--- config.mk ---
export PLATFORM = sky130hd
export DESIGN_NAME = base64_encoder
export DESIGN_NICKNAME = d
export VERILOG_FILES = /design/src/rtl/b64enc_pkg.sv /design/src/rtl/b64enc_front.sv /design/src/rtl/b64enc_fifo.sv /design/src/rtl/b64enc_back.sv /design/src/rtl/base64_encoder.sv
export SDC_FILE = /design/constraint.sdc
export NUM_CORES = 1
export LEC_CHECK = 0
export ABC_CLOCK_PERIOD_IN_PS = 5000
export BUFFER_PORTS_ARGS = -buffer_cell sky130_fd_sc_hd__buf_4
export CORE_MARGIN = 2
export CORE_UTILIZATION = 29
export CTS_CLUSTER_DIAMETER = 80
export CTS_CLUSTER_SIZE = 10
export DETAILED_ROUTE_END_ITERATION = 6
export REMOVE_ABC_BUFFERS = 1
export SLEW_MARGIN = 20
export SYNTH_ARGS = -nofsm -noshare
export SYNTH_HDL_FRONTEND = slang
export SYNTH_SLANG_ARGS = --single-unit
export TNS_END_PERCENT = 1
--- constraint.sdc ---
create_clock -name clk -period 5 [get_ports clk]
set_input_delay 1 -clock clk [delete_from_list [all_inputs] [get_ports clk]]
set_output_delay 1 -clock clk [all_outputs]
set_load 0.02 [all_outputs]
--- src/rtl/b64enc_pkg.sv ---
// Shared types, constants and the character table for the base64 encoder.
`timescale 1ns / 1ps

package b64enc_pkg;

	localparam int unsigned FIFO_DEPTH = 2;

	localparam logic [7:0] PAD_CHAR = 8'h3D;

	// Number of '=' characters that close a group.
	typedef enum logic [1:0] {
		PAD_NONE,
		PAD_ONE,
		PAD_TWO
	} pad_t;

	typedef struct packed {
		logic [23:0] bits;
		pad_t        pad;
		logic        last;
	} group_t;

	// Maps a 6-bit field to its character of the standard alphabet.
	function automatic logic [7:0] sextet_char(input logic [5:0] s);
		logic [7:0] c;
		begin
			if (s < 6'd26) begin
				c = 8'h41 + {2'b00, s};
			end else if (s < 6'd52) begin
				c = 8'h61 + {2'b00, s} - 8'd26;
			end else if (s < 6'd62) begin
				c = 8'h30 + {2'b00, s} - 8'd52;
			end else if (s == 6'd62) begin
				c = 8'h2B;
			end else begin
				c = 8'h2F;
			end
			return c;
		end
	endfunction

endpackage

--- src/rtl/b64enc_front.sv ---
// Front end: gathers input bytes into 24-bit groups and hands finished groups on.
`timescale 1ns / 1ps

module b64enc_front (
	input  logic                  clk,
	input  logic                  arst_n,
	input  logic                  push,
	input  logic [7:0]            data_byte,
	input  logic                  last_byte,
	input  logic                  grp_full,
	output logic                  grp_wr,
	output b64enc_pkg::group_t    grp_data
);

	logic [15:0] pending_q;
	logic [1:0]  count_q;
	logic        accept;
	logic        closes;

	assign accept = push && !grp_full;
	assign closes = (count_q == 2'd2) || last_byte;
	assign grp_wr = accept && closes;

	always_comb begin
		grp_data.last = last_byte;
		unique case (count_q)
			2'd1: begin
				grp_data.bits = {pending_q[15:8], data_byte, 8'h00};
				grp_data.pad  = b64enc_pkg::PAD_ONE;
			end
			2'd2: begin
				grp_data.bits = {pending_q, data_byte};
				grp_data.pad  = b64enc_pkg::PAD_NONE;
			end
			default: begin
				grp_data.bits = {data_byte, 16'h0000};
				grp_data.pad  = b64enc_pkg::PAD_TWO;
			end
		endcase
	end

	always_ff @(posedge clk or negedge arst_n) begin
		if (!arst_n) begin
			pending_q <= '0;
			count_q   <= '0;
		end else if (accept) begin
			if (closes) begin
				pending_q <= '0;
				count_q   <= '0;
			end else if (count_q == 2'd1) begin
				pending_q[7:0] <= data_byte;
				count_q        <= 2'd2;
			end else begin
				pending_q <= {data_byte, 8'h00};
				count_q   <= 2'd1;
			end
		end
	end

`ifndef NO_ASSERTIONS
	a_count_range: assert property (@(posedge clk) disable iff (!arst_n)
		count_q != 2'd3)
		else $error("front holds more than two pending bytes");

	a_close_clears: assert property (@(posedge clk) disable iff (!arst_n)
		grp_wr |=> count_q == 2'd0)
		else $error("pending count not cleared after a group was closed");
`endif

endmodule

--- src/rtl/b64enc_fifo.sv ---
// Short queue of gathered byte groups between the front and back ends.
`timescale 1ns / 1ps

module b64enc_fifo #(
	parameter int unsigned Depth = b64enc_pkg::FIFO_DEPTH
) (
	input  logic                  clk,
	input  logic                  arst_n,
	input  logic                  wr_en,
	input  b64enc_pkg::group_t    wr_data,
	output logic                  full,
	input  logic                  rd_en,
	output b64enc_pkg::group_t    rd_data,
	output logic                  head_valid
);

	localparam int unsigned PtrW = (Depth > 1) ? $clog2(Depth) : 1;
	localparam int unsigned CntW = $clog2(Depth + 1);
	localparam logic [PtrW-1:0] LastPtr = PtrW'(Depth - 1);
	localparam logic [CntW-1:0] DepthCnt = CntW'(Depth);

	b64enc_pkg::group_t mem_q [Depth];
	logic [PtrW-1:0]    wr_ptr_q;
	logic [PtrW-1:0]    rd_ptr_q;
	logic [CntW-1:0]    count_q;

	assign full       = (count_q == DepthCnt);
	assign head_valid = (count_q != '0);
	assign rd_data    = mem_q[rd_ptr_q];

	always_ff @(posedge clk) begin
		if (wr_en) begin
			mem_q[wr_ptr_q] <= wr_data;
		end
	end

	always_ff @(posedge clk or negedge arst_n) begin
		if (!arst_n) begin
			wr_ptr_q <= '0;
			rd_ptr_q <= '0;
			count_q  <= '0;
		end else begin
			if (wr_en) begin
				wr_ptr_q <= (wr_ptr_q == LastPtr) ? '0 : wr_ptr_q + 1'b1;
			end
			if (rd_en) begin
				rd_ptr_q <= (rd_ptr_q == LastPtr) ? '0 : rd_ptr_q + 1'b1;
			end
			if (wr_en && !rd_en) begin
				count_q <= count_q + 1'b1;
			end else if (rd_en && !wr_en) begin
				count_q <= count_q - 1'b1;
			end
		end
	end

`ifndef NO_ASSERTIONS
	a_no_overflow: assert property (@(posedge clk) disable iff (!arst_n)
		wr_en |-> !full || rd_en)
		else $error("group written into a full queue");

	a_no_underflow: assert property (@(posedge clk) disable iff (!arst_n)
		rd_en |-> head_valid)
		else $error("group read from an empty queue");
`endif

endmodule

--- src/rtl/b64enc_back.sv ---
// Back end: turns each queued group into four characters, one per cycle while pop takes them.
`timescale 1ns / 1ps

module b64enc_back (
	input  logic                  clk,
	input  logic                  arst_n,
	input  b64enc_pkg::group_t    head,
	input  logic                  head_valid,
	output logic                  head_pop,
	output logic [7:0]            out_char,
	output logic                  out_last,
	output logic                  empty,
	input  logic                  pop
);

	logic [1:0] idx_q;
	logic       valid_q;
	logic [7:0] char_q;
	logic       last_q;
	logic       load;
	logic [5:0] sextet;
	logic       is_pad;

	assign load     = head_valid && (!valid_q || pop);
	assign head_pop = load && (idx_q == 2'd3);

	always_comb begin
		unique case (idx_q)
			2'd0:    sextet = head.bits[23:18];
			2'd1:    sextet = head.bits[17:12];
			2'd2:    sextet = head.bits[11:6];
			default: sextet = head.bits[5:0];
		endcase
	end

	// The trailing characters of a short group are padding.
	assign is_pad = ((idx_q == 2'd3) && (head.pad != b64enc_pkg::PAD_NONE)) ||
	                ((idx_q == 2'd2) && (head.pad == b64enc_pkg::PAD_TWO));

	always_ff @(posedge clk or negedge arst_n) begin
		if (!arst_n) begin
			idx_q   <= '0;
			valid_q <= 1'b0;
			char_q  <= '0;
			last_q  <= 1'b0;
		end else if (load) begin
			idx_q   <= idx_q + 1'b1;
			valid_q <= 1'b1;
			char_q  <= is_pad ? b64enc_pkg::PAD_CHAR : b64enc_pkg::sextet_char(sextet);
			last_q  <= (idx_q == 2'd3) && head.last;
		end else if (pop) begin
			valid_q <= 1'b0;
		end
	end

	assign out_char = char_q;
	assign out_last = last_q;
	assign empty    = !valid_q;

`ifndef NO_ASSERTIONS
	a_last_ends_group: assert property (@(posedge clk) disable iff (!arst_n)
		valid_q && last_q |-> idx_q == 2'd0)
		else $error("final character shown before its group ended");

	a_hold_when_stalled: assert property (@(posedge clk) disable iff (!arst_n)
		valid_q && !pop |=> valid_q && $stable(char_q) && $stable(idx_q))
		else $error("waiting character changed without a transfer");
`endif

endmodule

--- src/rtl/base64_encoder.sv ---
// Top level of the streaming base64 encoder.
`timescale 1ns / 1ps

// Streaming base64 encoder with the standard alphabet and '=' padding. Bytes
// enter one per transfer on push/full; each third byte, or a byte marked with
// last_byte, closes a group that a short queue of FifoDepth groups carries to
// the character stage. That stage shows one character per cycle on the
// empty/pop side while pop is high and a group is queued, four for every
// group, and out_last marks the fourth character of a group closed by
// last_byte. Any byte is taken in the cycle it is offered while the queue has
// room; full is high, and holds every byte back, while the queue holds
// FifoDepth groups. Over a long message the single-character output port sets
// the rate. A closed group is written into the queue, and its first character
// is registered in the character stage once the group heads the queue.
module base64_encoder #(
	parameter int unsigned FifoDepth = b64enc_pkg::FIFO_DEPTH
) (
	input  logic       clk,
	input  logic       arst_n,
	input  logic       push,
	output logic       full,
	input  logic [7:0] data_byte,
	input  logic       last_byte,
	output logic       empty,
	input  logic       pop,
	output logic [7:0] out_char,
	output logic       out_last
);

	b64enc_pkg::group_t wr_grp;
	b64enc_pkg::group_t head_grp;
	logic               grp_wr;
	logic               grp_full;
	logic               head_valid;
	logic               head_pop;

	assign full = grp_full;

	b64enc_front u_front (
		.clk       (clk),
		.arst_n    (arst_n),
		.push      (push),
		.data_byte (data_byte),
		.last_byte (last_byte),
		.grp_full  (grp_full),
		.grp_wr    (grp_wr),
		.grp_data  (wr_grp)
	);

	b64enc_fifo #(
		.Depth (FifoDepth)
	) u_fifo (
		.clk        (clk),
		.arst_n     (arst_n),
		.wr_en      (grp_wr),
		.wr_data    (wr_grp),
		.full       (grp_full),
		.rd_en      (head_pop),
		.rd_data    (head_grp),
		.head_valid (head_valid)
	);

	b64enc_back u_back (
		.clk        (clk),
		.arst_n     (arst_n),
		.head       (head_grp),
		.head_valid (head_valid),
		.head_pop   (head_pop),
		.out_char   (out_char),
		.out_last   (out_last),
		.empty      (empty),
		.pop        (pop)
	);

endmodule

==> flow_summary.yaml, run 1 <==
die:
  ioPinCount: 24
  initial_core_util: 0.297
  dieArea_sq_um: 15200
  fp.dieW_um: 123
  placementRows: 43
  die_h_um: 123
  design.core.area_sq_um: 13900
min_path:
  hold_path_class: "flop to flop"
clock_tree:
  cts_buffers: 9
  clk_path_buf_depth: 2
  cts.sinks: 88
  clk_latency_ps: 340
  cts-root-buf: "clkbuf_16"
  htree_levels: 3
  ctsResizeCount: 0
  ctsHoldBuffers: 0
  path_clk_slew_ps: 70
  postCtsSetupBuffers: 0
  cts_tree: "built"
sta:
  hold_ws_ps: 482
  min_period_over_period: 0.657
  fmax_ghz: 0.304
  finalSetupViolCount: 0
  hold_violations: 0
  fin_setup_tns_ps: 0
  tightest_slew_ps: 874
  worst_slack_ps: 1710
  maxSlewHeadroom: 0.416
  skew_ps: 8.77
  timing.final.max_slew_violations: 0
  fin_crit_ps: 3290
  rsz0062_at_grt: "no"
placed_design:
  place_congestion: 0.859
  place_ws_ps: 1780
  place_hpwl_um: 5890
  place_inst: 525
  portBuffers: 23
  place_area_sq_um: 4470
synthesis:
  synth_area_per_cell_sq_um: 12.3
  seq_area_frac_synth: 0.600
  synth_seq_cells: 88
  synthTopCellsByArea: "edfxtp_1 39%, dfrtp_1 21%, ha_1 4.3%"
  synth_top_cell_area_share: 0.394
  synth_top_area_cell: "edfxtp_1"
  synthFlopType: "edfxtp_1"
  yosysWarnings: 0
  async_flop_share: 0.386
  synthDistinctLibCells: 56
  synthesis.instances: 334
  synth_edf_count: 54
  syn_area_sq_um: 4120
pwr:
  power_density_nw_per_um2: 738
  intPower_mw: 2.09
  power.switching_mw: 1.44
  swShare: 0.409
  seqPwrFrac: 0.323
  power_frac_comb: 0.473
  p_leak_nw: 1.88
  ir_drop_mv: 0.261
  total_power_mw: 3.54
  clockPowerShare: 0.205
critical_path:
  path_class: "flop to flop"
  critical_path.startpoint_type: "flop"
  required_ps: 5230
  endpoint_kind: "flop"
  arrival_ps: 3510
  crit_fanout: 13
detailed_routing:
  wirelength_um: 8430
  first_pass_iters: 5
  detail-route-antenna-nets: 0
  wl_per_cell_um: 15.6
  drcViolationCount: 0
  drtIter0Drc: 215
  viasPerCell: 4.96
  via_count: 2681
grt:
  antenna_found_initial: 0
  grtUsageTotal: 0.121
  gr-total-overflow: 0
  grt_pass1_vias: 2640
  grt_pass1_wl_um: 13900
  grt_max_degree: 35
layout:
  multi_input_area_sq_um: 1520
  fin_nets: 383
  area_growth_syn_to_layout_pct: 16.3
  fillers: 1361
  stdcell_count: 541
  fin_util: 0.345
  seqCellArea_sq_um: 2470
  drive_above_1_share: 0.163
  finalInstanceArea_sq_um: 4790
  antenna_cells: 0
job:
  drv_cap: 0
status:
  status: "finished, final reports clean"
==> layout by cell type, fill, tap and decap left out, types with 2 or more instances in the layout <==
cell type and instances:
a21boi_0 2, a21o_1 2, o21ai_0 13, dfrtp_1 34
o32a_1 3, xor2_1 5, nor3_1 3, and2_1 10
nor2b_1 2, inv_6 3, ha_1 14, clkbuf_16 9
o31ai_1 3, xnor2_1 6, inv_1 11, nand3_4 2
nor2_1 22, a211oi_1 2, a22oi_1 17, edfxtp_1 54
a22o_1 17, nand2_1 37, bufinv_16 2, nand3_2 2
nand3_1 10, buf_4 27, nand2b_1 3, mux2i_1 6
nor4_1 3, a21oi_1 5, a222oi_1 3
==> power by group through the flow <==
| stage | Combinational (mW) | Sequential (mW) | Clock [mW] |
|---|---|---|---|
| CTS | 1.67 | 1.14 | 0.738 |
| floorplan | 1.20 | 1.16 | 0 |
| global route | 1.87 | 1.16 | 0.768 |
| global placement | 1.62 | 1.15 | 0 |
| detailed placement | 1.66 | 1.16 | 0 |
| finish | 1.67 | 1.14 | 0.724 |
==> cell families (layout without fill, tap and decap cells) <==
| group | Yosys count | count (layout) | synth area share |
|---|---|---|---|
| AOI/OAI and AO/OA | 83 | 83 | 0.155 |
| DFF | 88 | 88 | 0.600 |
| buffers and inverters | 28 | 55 | 0.0322 |
| adders and majority gates | 14 | 14 | 0.0425 |
| xor gates and xnor gates | 11 | 11 | 0.0234 |
| muxes | 7 | 7 | 0.0201 |
| and+or+nand+nor | 103 | 103 | 0.127 |
==> routing by layer <==
| metal | vias up | routed length [um] | track usage |
|---|---|---|---|
| li1 | 1290 | - | - |
| met1 | 1312 | 4170 | 0.165 |
| met2 | 63 | 3710 | 0.180 |
| met3 | 16 | 386 | 0.0364 |
| met4 | 0 | 173 | 0.0462 |
| met5 | - | 0 | 0 |
==> flip-flops by register name, summed over array words and instances, names as in the netlist <==
| register | cells |
|---|---|
| u_fifo.mem_q | 54 |
| u_front.pending_q | 16 |
| u_back.out_char | 8 |
| u_back.idx_q | 2 |
| u_fifo.count_q | 2 |
| u_front.count_q | 2 |
| u_back.out_last | 1 |
| u_back.valid_q | 1 |
| u_fifo.rd_ptr_q | 1 |
| u_fifo.wr_ptr_q | 1 |
==> worst max-delay path, cell delays in order (launching register included) <==
cell	delay, ps
dfrtp_1	420
inv_1	140
ha_1	460
a222oi_1	210
mux4_2	550
inv_2	130
ha_1	200
nor2b_1	390
nor2_1	120
nor3_1	170
a211oi_1	80
o32a_1	290
==> layout make-up <==
cell class              instances  share of cell area
flip-flops and latches         88               0.516
multi-input cells             218               0.318
clock buffers                   9              0.0470
well taps                     180              0.0470
repair buffers                 27              0.0423
clock inverters                 7              0.0206
inverters                      12             0.00940
==> cells in the mapped netlist, drive strengths merged (10+ instances only) <==
| library cell | count |
|---|---|
| o21ai | 15 |
| nand3 | 14 |
| a22o | 17 |
| nor2 | 23 |
| edfxtp | 54 |
| inv | 12 |
| ha | 14 |
| and2 | 10 |
| dfrtp | 34 |
| nand2 | 38 |
| a22oi | 17 |
==> worst paths after layout <==
check                      slack [ps]  depth (start not counted)                     to                from
min in group asynchronous         610                          1     u_back.out_char[0]              arst_n
setup reg to reg                 1710                         11     u_back.out_char[2]     u_back.idx_q[0]
setup / recovery                 1710                         11     u_back.out_char[2]     u_back.idx_q[0]
hold reg to reg                   480                          2     u_back.out_char[1]  u_back.out_char[1]
hold / removal                    480                          2     u_back.out_char[1]  u_back.out_char[1]
max in group asynchronous        4060                          1  u_front.pending_q[13]              arst_n
(Power assumes the default switching activity.)
==> run 2, diff against run 1 <==
Settings changed: ABC_CLOCK_PERIOD_IN_PS 5000 to 3100.
Clock period 5 ns to 3.1 ns, I/O delays scaled along.
==> flow_summary.yaml, run 2 (synthesis gave the netlist of run 1 again) <==
status:
  status: "finished, final reports clean"
layout:
  final_common_cell: "edfxtp_1"
  fin_nets: 392
  area_growth_syn_to_layout_pct: 17.3
  drive_above_1_share: 0.181
  seqCellArea_sq_um: 2470
  final_cell_mix: "54 x edfxtp_1, 37 x nand2_1, 36 x buf_4"
  fillers: 1380
  top_register: "u_fifo.mem_q"
  multi_input_area_sq_um: 1520
  fin_util: 0.348
  antenna_cells: 0
  largest_reg_flops: 54
detailed_routing:
  detail-route-antenna-nets: 0
  first_pass_iters: 4
  drtIter0Drc: 244
  via_count: 2726
  wl_per_cell_um: 16.0
  wirelength_um: 8810
  viasPerCell: 4.96
  drcViolationCount: 0
critical_path:
  cpMostUsedCell: "ha_1"
  path_class: "flop to flop"
  critical_path.startpoint_type: "flop"
  arrival_ps: 3070
  cp_cell_sequence: "inv_1, ha_1, a222oi_1, mux4_2, inv_2, ha_1, nor2b_2, a21oi_1, nor2_1, o31a_1, o32a_1"
  crit_fanout: 6
  max_stage_delay_ps: 420
  r2r-start: "u_back.idx_q[0]"
  crit_start: "u_back.idx_q[0]"
  required_ps: 3320
  slowest_stage: "dfrtp_1"
  endpoint_kind: "flop"
grt:
  grt_pass1_wl_um: 14700
  antenna_found_initial: 0
  grt_max_degree: 35
  gr-total-overflow: 0
  grtUsageTotal: 0.127
  grt_pass1_vias: 2862
die:
  fp.dieW_um: 123
  ioPinCount: 24
  initial_core_util: 0.297
  placementRows: 43
  die_h_um: 123
  design.core.area_sq_um: 13900
  dieArea_sq_um: 15200
pwr:
  power_density_nw_per_um2: 1190
  ir_drop_mv: 0.425
  p_leak_nw: 1.90
  total_power_mw: 5.75
placed_design:
  place_hpwl_um: 6110
  place_congestion: 0.926
  portBuffers: 23
clock_tree:
  cts_buffers: 9
  path_clk_slew_ps: 60
  cts-root-buf: "clkbuf_16"
  htree_levels: 3
  cts_tree: "built"
  clk_path_buf_depth: 2
  clk_latency_ps: 340
  cts.sinks: 88
sta:
  hold_violations: 0
  maxSlewHeadroom: 0.476
  finalSetupViolCount: 0
  rsz0062_at_grt: "no"
  tightest_slew_ps: 786
  min_period_over_period: 0.919
  skew_ps: 8.78
  timing.final.max_slew_violations: 0
  fmax_ghz: 0.351
  hold_ws_ps: 233
  fin_crit_ps: 2850
job:
  drv_cap: 0
min_path:
  hold_path_class: "input pin to async pin"
-- run 2: changes by cell type in the layout (fill, tap and decap cells not counted), sizes merged --
cell and change:
buf +9, clkbuf +3, inv -2, bufinv -1
-- run 2: timing repair --
item	4_1_cts	5_1_grt
buffers inserted	0	0
gates resized for setup	0	2
endpoints found under the setup margin	0	2
hold buffers	0	0
-- run 2: routing by layer --
metal	vias to the layer above	wire length (um)	global-route usage
met5	-	0	0
met1	1335	4250	0.171
met2	61	3950	0.195
met3	17	404	0.0337
met4	0	202	0.0526
li1	1313	-	-
-- run 2: cell type report --
type                            instances  share of cell area
Tap cell                              180              0.0466
Timing Repair Buffer                   36              0.0560
Clock inverter                          4              0.0117
Inverter                               12             0.00933
Sequential cell                        88               0.512
Multi-Input combinational cell        218               0.316
Clock buffer                           12              0.0490
-- run 2: through the flow --
stage	worst slack [ps]	std cells	area, sq um	TNS [ps]
finish	252	550	4830	0
global route	30.0	550	4830	0
CTS	177	550	4820	0
global placement	378	534	4530	0
floorplan	-197	318	4030	-5330
detailed placement	238	534	4530	0
-- run 2: power breakdown --
| part | switching [mW] | internal [mW] | total [mW] |
|---|---|---|---|
| Clock | 0.441 | 0.631 | 1.07 |
| Sequential | 0.180 | 1.65 | 1.83 |
| Combinational | 1.75 | 1.10 | 2.85 |
-- run 2: final timing paths --
check	end	slack [ps]	depth (start not counted)
max	u_back.out_char[4]	250	11
min	u_back.valid_q	230	1
max reg2reg	u_back.out_char[4]	250	11
min reg2reg	u_back.out_char[7]	480	2
max in group asynchronous	u_front.pending_q[6]	2530	1
min in group clk	u_back.out_char[7]	480	2
-- run 2: worst max-delay path: cells and delay by family (launching register included) --
kind / cells / cell delay [ps]
simple gates: 2 / 250
buf+inv: 2 / 190
compound gates: 4 / 1000
fa+ha+maj: 2 / 490
flops: 1 / 420
mux: 1 / 370
==> run 3, diff against run 2 <==
Settings changed: CORE_MARGIN 2 to default.
==> flow_summary.yaml, run 3 (synthesis gave the netlist of run 1 again) <==
sta:
  maxSlewHeadroom: 0.474
  hold_violations: 0
  fin_setup_tns_ps: 0
  timing.final.max_slew_violations: 0
  fin_crit_ps: 2820
  min_period_over_period: 0.910
  finalSetupViolCount: 0
  rsz0062_at_grt: "no"
  tightest_slew_ps: 789
  worst_slack_ps: 278
  fmax_ghz: 0.354
  skew_ps: 5.52
clock_tree:
  cts_buffers: 9
  cts-root-buf: "clkbuf_16"
  path_clk_slew_ps: 60
  ctsHoldBuffers: 0
  cts.sinks: 88
  cts_tree: "built"
  htree_levels: 3
  clk_path_buf_depth: 2
  postCtsSetupBuffers: 0
  clk_latency_ps: 340
layout:
  area_growth_syn_to_layout_pct: 16.7
  fillers: 1367
  top_register: "u_fifo.mem_q"
  antenna_cells: 0
  drive_above_1_share: 0.184
  largest_reg_flops: 54
  seqCellArea_sq_um: 2470
  final_cell_mix: "54 x edfxtp_1, 37 x nand2_1, 36 x buf_4"
  fin_nets: 392
  finalInstanceArea_sq_um: 4810
  final_common_cell: "edfxtp_1"
  multi_input_area_sq_um: 1520
critical_path:
  cpMostUsedCell: "ha_1"
  r2r_cells: 11
  r2r_slack_ps: 280
  endpoint_kind: "flop"
  cp_cell_sequence: "inv_1, ha_1, a222oi_1, mux4_2, inv_2, ha_1, nor2b_2, a21oi_1, nor2_1, o31a_1, o32a_1"
  crit_fanout: 6
  slowest_stage: "dfrtp_1"
  path_class: "flop to flop"
  r2r_end: "u_back.out_char[4]"
  required_ps: 3320
  critical_path.startpoint_type: "flop"
  r2r-start: "u_back.idx_q[0]"
  crit_start: "u_back.idx_q[0]"
  max_stage_delay_ps: 410
  arrival_ps: 3040
grt:
  grtUsageTotal: 0.131
  antenna_found_initial: 0
  grt_pass1_wl_um: 14600
  grt_pass1_vias: 2741
  grt_max_degree: 35
  gr-total-overflow: 0
min_path:
  hold_path_class: "input pin to async pin"
pwr:
  clockPowerShare: 0.176
  swShare: 0.419
  power_frac_comb: 0.503
  power.switching_mw: 2.37
  p_leak_nw: 1.90
  seqPwrFrac: 0.322
  intPower_mw: 3.29
  power_density_nw_per_um2: 1180
  ir_drop_mv: 0.440
detailed_routing:
  drtIter0Drc: 265
  wl_per_cell_um: 15.8
  viasPerCell: 4.95
  drcViolationCount: 0
  detail-route-antenna-nets: 0
  via_count: 2722
  wirelength_um: 8680
  first_pass_iters: 4
die:
  design.core.area_sq_um: 13900
  placementRows: 43
  ioPinCount: 24
  die_h_um: 121
  fp.dieW_um: 121
  dieArea_sq_um: 14700
  initial_core_util: 0.297
placed_design:
  place_congestion: 0.916
  portBuffers: 23
  place_hpwl_um: 6040
  place_area_sq_um: 4530
  place_ws_ps: 250
job:
  drv_cap: 0
status:
  status: "finished, final reports clean"
[run 3: power by group through the flow]
stage               clock [mW]  sequential, mW  combinational, mW
global route              1.06            1.86               3.17
detailed placement           0            1.85               2.79
floorplan                    0            1.88               1.93
finish                   0.994            1.82               2.84
global placement             0            1.84               2.76
CTS                       1.02            1.83               2.82
[run 3: worst max-delay path by stage]
stage,to,slack [ps],depth (start not counted)
2_1_floorplan,u_fifo.mem_q[0][0],-200,2
3_3_place_gp,u_back.out_char[2],380,11
3_5_place_dp,u_back.out_char[0],250,10
4_1_cts,u_back.out_char[0],200,10
5_1_grt,u_back.out_char[0],70,10
6_report,u_back.out_char[4],280,11
[run 3: cell type report]
cell class	count	share of cell area
flip-flops and latches	88	0.514
multi-input cells	218	0.317
repair buffers	36	0.0562
clock buffers	9	0.0469
well taps	180	0.0469
inverters	12	0.00937
clock inverters	7	0.00911
[run 3: worst max-delay path: cells and delay by family (launching register included)]
family          cells  cell delay (ps)
flops               1              410
buf+inv             2              190
compound gates      4             1020
mux                 1              360
simple gates        2              250
fa+ha+maj           2              480
[run 3: per-layer routing]
layer / routed length [um] / share of wire / track usage / vias up
met5: 0 / 0 / 0 / -
met4: 96 / 0.011 / 0.0455 / 0
met3: 370 / 0.043 / 0.0404 / 7
met2: 3970 / 0.46 / 0.194 / 52
met1: 4240 / 0.49 / 0.179 / 1354
li1: - / - / - / 1309
[run 3: metrics by stage]
| step | util | std cells | power, mW | hold slack [ps] |
|---|---|---|---|---|
| global route | 0.346 | 550 | 6.09 | 263 |
| CTS | 0.346 | 550 | 5.67 | 247 |
| finish | 0.346 | 550 | 5.66 | 232 |
| detailed placement | 0.326 | 534 | 4.64 | 480 |
| floorplan | - | 318 | 3.81 | 324 |
| global placement | 0.326 | 534 | 4.60 | 468 |
[run 3: repair_timing]
item | in CTS | in global routing
setup endpoints to repair | 0 | 3
gates resized for setup | 0 | 2
endpoints found under the hold margin | 0 | 0
